### config.mk
export PLATFORM = sky130hd
export DESIGN_NAME = npq_fifo
export DESIGN_NICKNAME = d
export VERILOG_FILES = /design/src/hw/rtl/npq_pkg.sv /design/src/hw/rtl/npq_fifo.sv
export SDC_FILE = /design/constraint.sdc
export NUM_CORES = 1
export LEC_CHECK = 0
export ABC_AREA = 1
export BUFFER_PORTS_ARGS = -buffer_cell sky130_fd_sc_hd__buf_2
export CAP_MARGIN = 10
export CORE_MARGIN = 2
export CORE_UTILIZATION = 35
export CTS_BUF_LIST = sky130_fd_sc_hd__clkbuf_4 sky130_fd_sc_hd__clkbuf_8
export CTS_CLUSTER_SIZE = 12
export DETAILED_ROUTE_END_ITERATION = 8
export GPL_TIMING_DRIVEN = 0
export MAX_ROUTING_LAYER = met4
export PLACE_DENSITY = 0.67
export RECOVER_POWER = 50
export SLEW_MARGIN = 15
export SYNTH_ARGS = -nofsm -noshare
export SYNTH_HDL_FRONTEND = slang
export SYNTH_SLANG_ARGS = --single-unit
### constraint.sdc
create_clock -name clk_i -period 6.1 [get_ports clk_i]
set_clock_uncertainty 0.1 [all_clocks]
set_input_delay 0.305 -clock clk_i [delete_from_list [all_inputs] [get_ports clk_i]]
set_output_delay 0.305 -clock clk_i [all_outputs]
set_load 0.005 [all_outputs]
### src/hw/rtl/npq_pkg.sv
package npq_pkg;

  localparam int OCT_W       = 3;
  localparam int NUM_OCT     = 8;
  localparam int CHAN_W      = 8;
  localparam int SQ_W        = 16;
  localparam int DIST_W      = 18;
  localparam int QUEUE_DEPTH = 2;
  localparam int ENTRY_W     = 40;

  // squared distance must stay strictly below 255*255 to qualify
  localparam logic [DIST_W-1:0] DIST_LIMIT = 18'd65025;

  typedef enum logic {
    CMD_LOAD    = 1'b0,
    CMD_CONVERT = 1'b1
  } cmd_e;

  typedef enum logic [1:0] {
    STATUS_OK    = 2'd0,
    STATUS_EMPTY = 2'd1,
    STATUS_FULL  = 2'd2
  } status_e;

  typedef enum logic [1:0] {
    ST_IDLE,
    ST_SCAN,
    ST_FLUSH
  } back_state_e;

  typedef struct packed {
    cmd_e        cmd;
    logic [7:0]  red;
    logic [7:0]  green;
    logic [7:0]  blue;
    logic [7:0]  entry_glyph;
    logic [7:0]  entry_attribute;
    logic        frame_end;
  } item_t;

  typedef struct packed {
    logic [7:0]  glyph_out;
    logic [7:0]  attribute_out;
    status_e     status;
    logic        frame_end_out;
  } result_t;

  // classified transaction as it waits in the queue
  typedef struct packed {
    cmd_e              cmd;
    logic [OCT_W-1:0]  oct;
    logic [7:0]        red;
    logic [7:0]        green;
    logic [7:0]        blue;
    logic [7:0]        glyph;
    logic [7:0]        attr;
    logic              frame_end;
  } qent_t;

  // queue handshake between back end and queue
  typedef struct packed {
    logic vld;
    logic pop;
  } qctl_t;

endpackage

### src/hw/rtl/npq_fifo.sv
module npq_fifo
  import npq_pkg::*;
(
  input  logic  clk_i,
  input  logic  rst_ni,
  input  logic  push_i,
  input  qent_t entry_i,
  output logic  full_o,
  input  logic  pop_i,
  output logic  vld_o,
  output qent_t head_o
);

  localparam int PW = $clog2(QUEUE_DEPTH);

  qent_t         mem_q [QUEUE_DEPTH];
  logic [PW-1:0] wr_ptr_q, wr_ptr_d;
  logic [PW-1:0] rd_ptr_q, rd_ptr_d;
  logic [PW:0]   cnt_q, cnt_d;
  logic          do_push, do_pop;

  assign full_o  = (cnt_q == (PW+1)'(QUEUE_DEPTH));
  assign vld_o   = (cnt_q != '0);
  assign head_o  = mem_q[rd_ptr_q];
  assign do_push = push_i && !full_o;
  assign do_pop  = pop_i && vld_o;

  function automatic logic [PW-1:0] ptr_inc(input logic [PW-1:0] p);
    if (p == PW'(QUEUE_DEPTH - 1)) begin
      ptr_inc = '0;
    end else begin
      ptr_inc = p + PW'(1);
    end
  endfunction

  always_comb begin
    wr_ptr_d = do_push ? ptr_inc(wr_ptr_q) : wr_ptr_q;
    rd_ptr_d = do_pop ? ptr_inc(rd_ptr_q) : rd_ptr_q;
    cnt_d    = cnt_q + (PW+1)'(do_push) - (PW+1)'(do_pop);
  end

  always_ff @(posedge clk_i or negedge rst_ni) begin
    if (!rst_ni) begin
      wr_ptr_q <= '0;
      rd_ptr_q <= '0;
      cnt_q    <= '0;
    end else begin
      wr_ptr_q <= wr_ptr_d;
      rd_ptr_q <= rd_ptr_d;
      cnt_q    <= cnt_d;
    end
  end

  always_ff @(posedge clk_i) begin
    if (do_push) begin
      mem_q[wr_ptr_q] <= entry_i;
    end
  end

endmodule

# --- After elaboration in Yosys (flattened, before gate mapping) ---
# Memory sizes are Yosys's and may differ from the RTL's.
# Cells that the tools add are included.
classes:
  n_reduce_logical: 4
  mux: 4
  n_addsub: 4
  n_eq_ne: 1
op_table:
  columns: ["op", "count"]
  rows:
  - ["two-way mux 1 bit", 4]
  - ["adder 1 bit (second input constant)", 2]
  - ["adder 2 x 1 -> 2 bit", 1]
  - ["== test 2 bit (second input constant)", 1]
  - ["logical AND 1 bit", 2]
  - ["nonzero test 2 bit", 1]
  - ["subtractor 2 x 1 -> 2 bit", 1]
  - ["zero test 1 bit", 1]
word_totals:
  mem_count: 1
  regBits: 4
  inputBits: 49
  output_inout_bits: 47
  ram_bits: 90
mem_list:
  columns: ["memory", "words", "width", "read_ports", "rd_clocked_by_memory_dff", "write_ports", "line_no", "text"]
  rows:
  - ["mem_q", 2, 45, 1, 0, 1, "npq_fifo.sv:16", "qent_t mem_q [QUEUE_DEPTH];"]

# --- Depth between registers and ports, before layout ---
depth:
  word_depth: 5
  depth_mapped: 10
  mapped_depth_nobuf: 10

# --- Worst setup path before layout ---
# No wires, ideal clock.
synth_timing:
  kind: "register -> register"
  start: "register cnt_q[1]"
  end: "memory mem_q[1][0] in the netlist's numbering, enable pin"
  synth_period_minus_slack_ps: 2997
  setup_slack_ps: 3103
  n_path_buf: 0
  arrival_time_ps: 2449
  t_required_ps: 5553
  stages_incl_launch_ff: 4
  cell_sequence: "dfrtp_1 -> nand2_1 -> nand2_1 -> nor2_1"
synth_via:
  elab_chain_cells: 5
synth_lines:
  columns: ["item", "line_no", "text"]
  rows:
  - ["start: declaration", "npq_fifo.sv:19", "logic [PW:0] cnt_q, cnt_d;"]
  - ["start signal: assignment", "npq_fifo.sv:50", "cnt_q <= cnt_d;"]
  - ["== test 2 bit", "npq_fifo.sv:22", "assign full_o = (cnt_q == (PW+1)'(QUEUE_DEPTH));"]
  - ["zero test 1 bit", "npq_fifo.sv:25", "assign do_push = push_i && !full_o;"]
  - ["logical AND 1 bit", "npq_fifo.sv:25", null]
  - ["two-way mux 1 bit", "npq_fifo.sv:55", "if (do_push) begin"]
  - ["two-way mux 1 bit (not written as such)", "npq_fifo.sv:56", "mem_q[wr_ptr_q] <= entry_i;"]
  - ["end: declaration", "npq_fifo.sv:16", null]
# No other way between the ends.

==> results.md <==
* GRT Residual Overflow at 0
* Slowest stage cell on the critical path: clkbuf_1
* Global-route wire length before repair at ~11 mm
* Delay-heaviest family, CP: buffers and inverters
* Ports at 96
* Crit path buf inv count at 3
* Number of global-route vias before repair at 2208
* Share of flip-flops with an asynchronous set or reset at 0.0426
* Cell Chain, Critical Path: clkbuf_1 -> buf_12 -> nand2_1 -> nand2_1 -> buf_2
* Achievable clock frequency at 445 MHz
* Run status: finished clean
* Post-synth EDFFs at 90
* Layout cell share with drive strength beyond 1 at 0.262
* ANT cells at 0
* Util after Layout at 0.448
* Synth-to-Final Area Change at 23.8%
* Iteration count of the initial detailed-routing pass at 4
* Largest family of logic cells by synthesized area: simple AND/OR/NAND/NOR gates
* Cells after Synth at 267
* Post-Synth Adder-Cell Area at 0.00704
* Final Instance Count excl. Fillers at 514
* Simple-gate share of the synthesized area at 0.162
* Worst-Skew Late Latency at between 0.3 and 0.4 ns
* Gr usage total at 0.129
* IO buf count at 95
* Post-synthesis mux area share at 0
* Hold endpoint: mem_q[1][40]$_DFFE_PP_
* Initial antenna violation count at 0
* Post-Synth XOR/XNOR Area at 0
* Die Ht at approximately 100 um
* Slew at the pin with the worst max-slew slack at 0.966 ns
* Ys flop type: edfxtp_1
* Min cycle time layout at 2.25 ns
* Yosys reg bits at 94
* Total CTS buffers at 9
* CP max FO at 10
* Post-synthesis sequential area ratio at 0.788
* Most frequent cells after synthesis: nand2_1, edfxtp_1, inv_1
* Setup crit start kind: register
* Largest net degree at the start of global routing at 25
* Req. time, crit path at 5.69 ns
* H-tree Lvls at 3
* Area leader, netlist: edfxtp_1
* RePlAce Congestion at approximately 0.72
* Final Hold Viols at 0
* Worst flop-to-flop path startpoint: cnt_q[1]$_DFF_PN0_
* Worst setup path category: register to primary output
* Slowest Stage Delay on Critical Path at 0.68 ns
* WHS Path Cells at 1
* Critical Path End Type: primary output
* Vias at 2229
* Synth top area cells: edfxtp_1, nand2_1, dfrtp_1
* Final Slew Violations at 0
* Slew margin rel. at 0.356
* Tcrit/Tclk final at 0.369
* Yosys warnings at 0
* R2R cell count at 4
* DRT iter0 DRCs at 107
* Total Wirelength at 6.52 mm
* Layout net count at 427
* Vias/cell at 4.34
* Worst path arrival time at 1.84 ns
* RSZ-0062 raised after global routing: false
* Max-cap violations at 0
* Hold Path Class: input port to register
* Sum of negative setup slack at 0 ns
* Top-area cell type share of the netlist area at 0.760
* Yosys cell types at 12
* PwrDens at approximately 450 nW/um2
* TritonCTS clock tree: built
* Final setup viols at 0
* Top-count cell post-synth: nand2_1
* Syn_nets at ~320
* Hold Crit Start: entry_i[40]
* Cells after DPL at 497
* Routed Antenna Nets at 0
* DRC at 0
* Synth Area per Inst at approximately 13 um2
* Core area at 9820 um2
* Synth Area in Compound Gates at 0
* Die width at between 100 and 150 um
* VDD IR-drop max at 0.000358 V
* CTS Buffer Depth at 2
* Initial Util at 0.362
* Per-cell routed wire length at 12.7 um
* Worst Setup SP: rd_ptr_q$_DFFE_PN0P_
* R2R Setup Slk at 4.06 ns
* CTS Sinks at 94
* Die ar. at 11000 um2
* Reg2reg end: mem_q[0][9]$_DFFE_PP_
* Root Buffer: clkbuf_8
* # rows at 36
* Most used cell along the critical path: nand2_1
* Post-Syn Area at 3560 um2
* Reg clk slew, reported paths at 0.09 ns
* Post-CTS setup buffer count at 0
* Leak Pwr at 1.89 nW
* DP HPWL at 4.39 mm
==> worst max-delay path by stage <==
| stage | slack, ns | end | cells after the start |
|---|---|---|---|
| 2_1_floorplan | 3.10 | mem_q[1][0]$_DFFE_PP_ | 3 |
| 3_3_place_gp | 1.93 | mem_q[1][5]$_DFFE_PP_ | 3 |
| 3_5_place_dp | 4.16 | mem_q[1][12]$_DFFE_PP_ | 4 |
| 4_1_cts | 4.14 | mem_q[1][19]$_DFFE_PP_ | 4 |
| 5_1_grt | 3.68 | head_o[44] | 5 |
| 6_report | 3.85 | head_o[21] | 5 |
==> placed cells by master, fill, tap and decap left out <==
| master | n |
|---|---|
| edfxtp_1 | 90 |
| nand3_1 | 3 |
| clkbuf_4 | 4 |
| buf_4 | 1 |
| dfrtp_1 | 4 |
| buf_2 | 75 |
| dlygate4sd3_1 | 1 |
| clkbuf_1 | 24 |
| clkinv_2 | 2 |
| nand2_1 | 148 |
| nor2_4 | 1 |
| buf_12 | 5 |
| inv_1 | 9 |
| buf_16 | 1 |
| ha_1 | 2 |
| inv_2 | 1 |
| clkbuf_8 | 10 |
==> state kept, by name, indices dropped and copies added (netlist names) <==
register  count
cnt_q         2
mem_q        90
rd_ptr_q      1
wr_ptr_q      1
==> where the power goes <==
group	internal [mW]	total [mW]	switching [mW]
Clock	0.177	0.373	0.196
Sequential	0.880	0.916	0.0353
Combinational	0.280	0.677	0.398
==> routing by layer <==
metal  up-vias  part of all wire  global-route usage
met3        13             0.048              0.0293
met4         0             0.025              0.0657
met2        66              0.50               0.205
met5         -                 0                   -
met1      1047              0.43               0.155
li1       1103                 -                   -
==> timing repair <==
item                                   CTS  global route
gates resized for setup                  0             0
hold buffers                             1             0
endpoints found under the hold margin    4             0
==> through the flow <==
stage          worst slack [ns]  cell area (um2)  hold slack, ns  total power [mW]
6_report                   3.85             4400          0.0380              1.97
2_1_floorplan              3.10             3560         -0.0906              1.33
3_3_place_gp               1.93             4200          0.0177              1.61
3_5_place_dp               4.16             4250          0.0204              1.64
5_1_grt                    3.68             4400          0.0124              2.11
4_1_cts                    4.14             4440          0.0109              2.01
==> area by class of cell <==
type | count | area (um2)
inverters | 10 | 37.5
flip-flops and latches | 94 | 2800
multi-input cells | 154 | 607
fillers | 963 | 5420
repair buffers | 98 | 504
plain buffers | 9 | 106
clock buffers | 14 | 168
clock inverters | 2 | 10.0
well taps | 133 | 166
==> kinds of logic after synthesis <==
group,count (synthesis)
simple gates,152
buf+inv,19
fa+ha+maj,2
flops,94
Power figures use the tool's default switching activity.
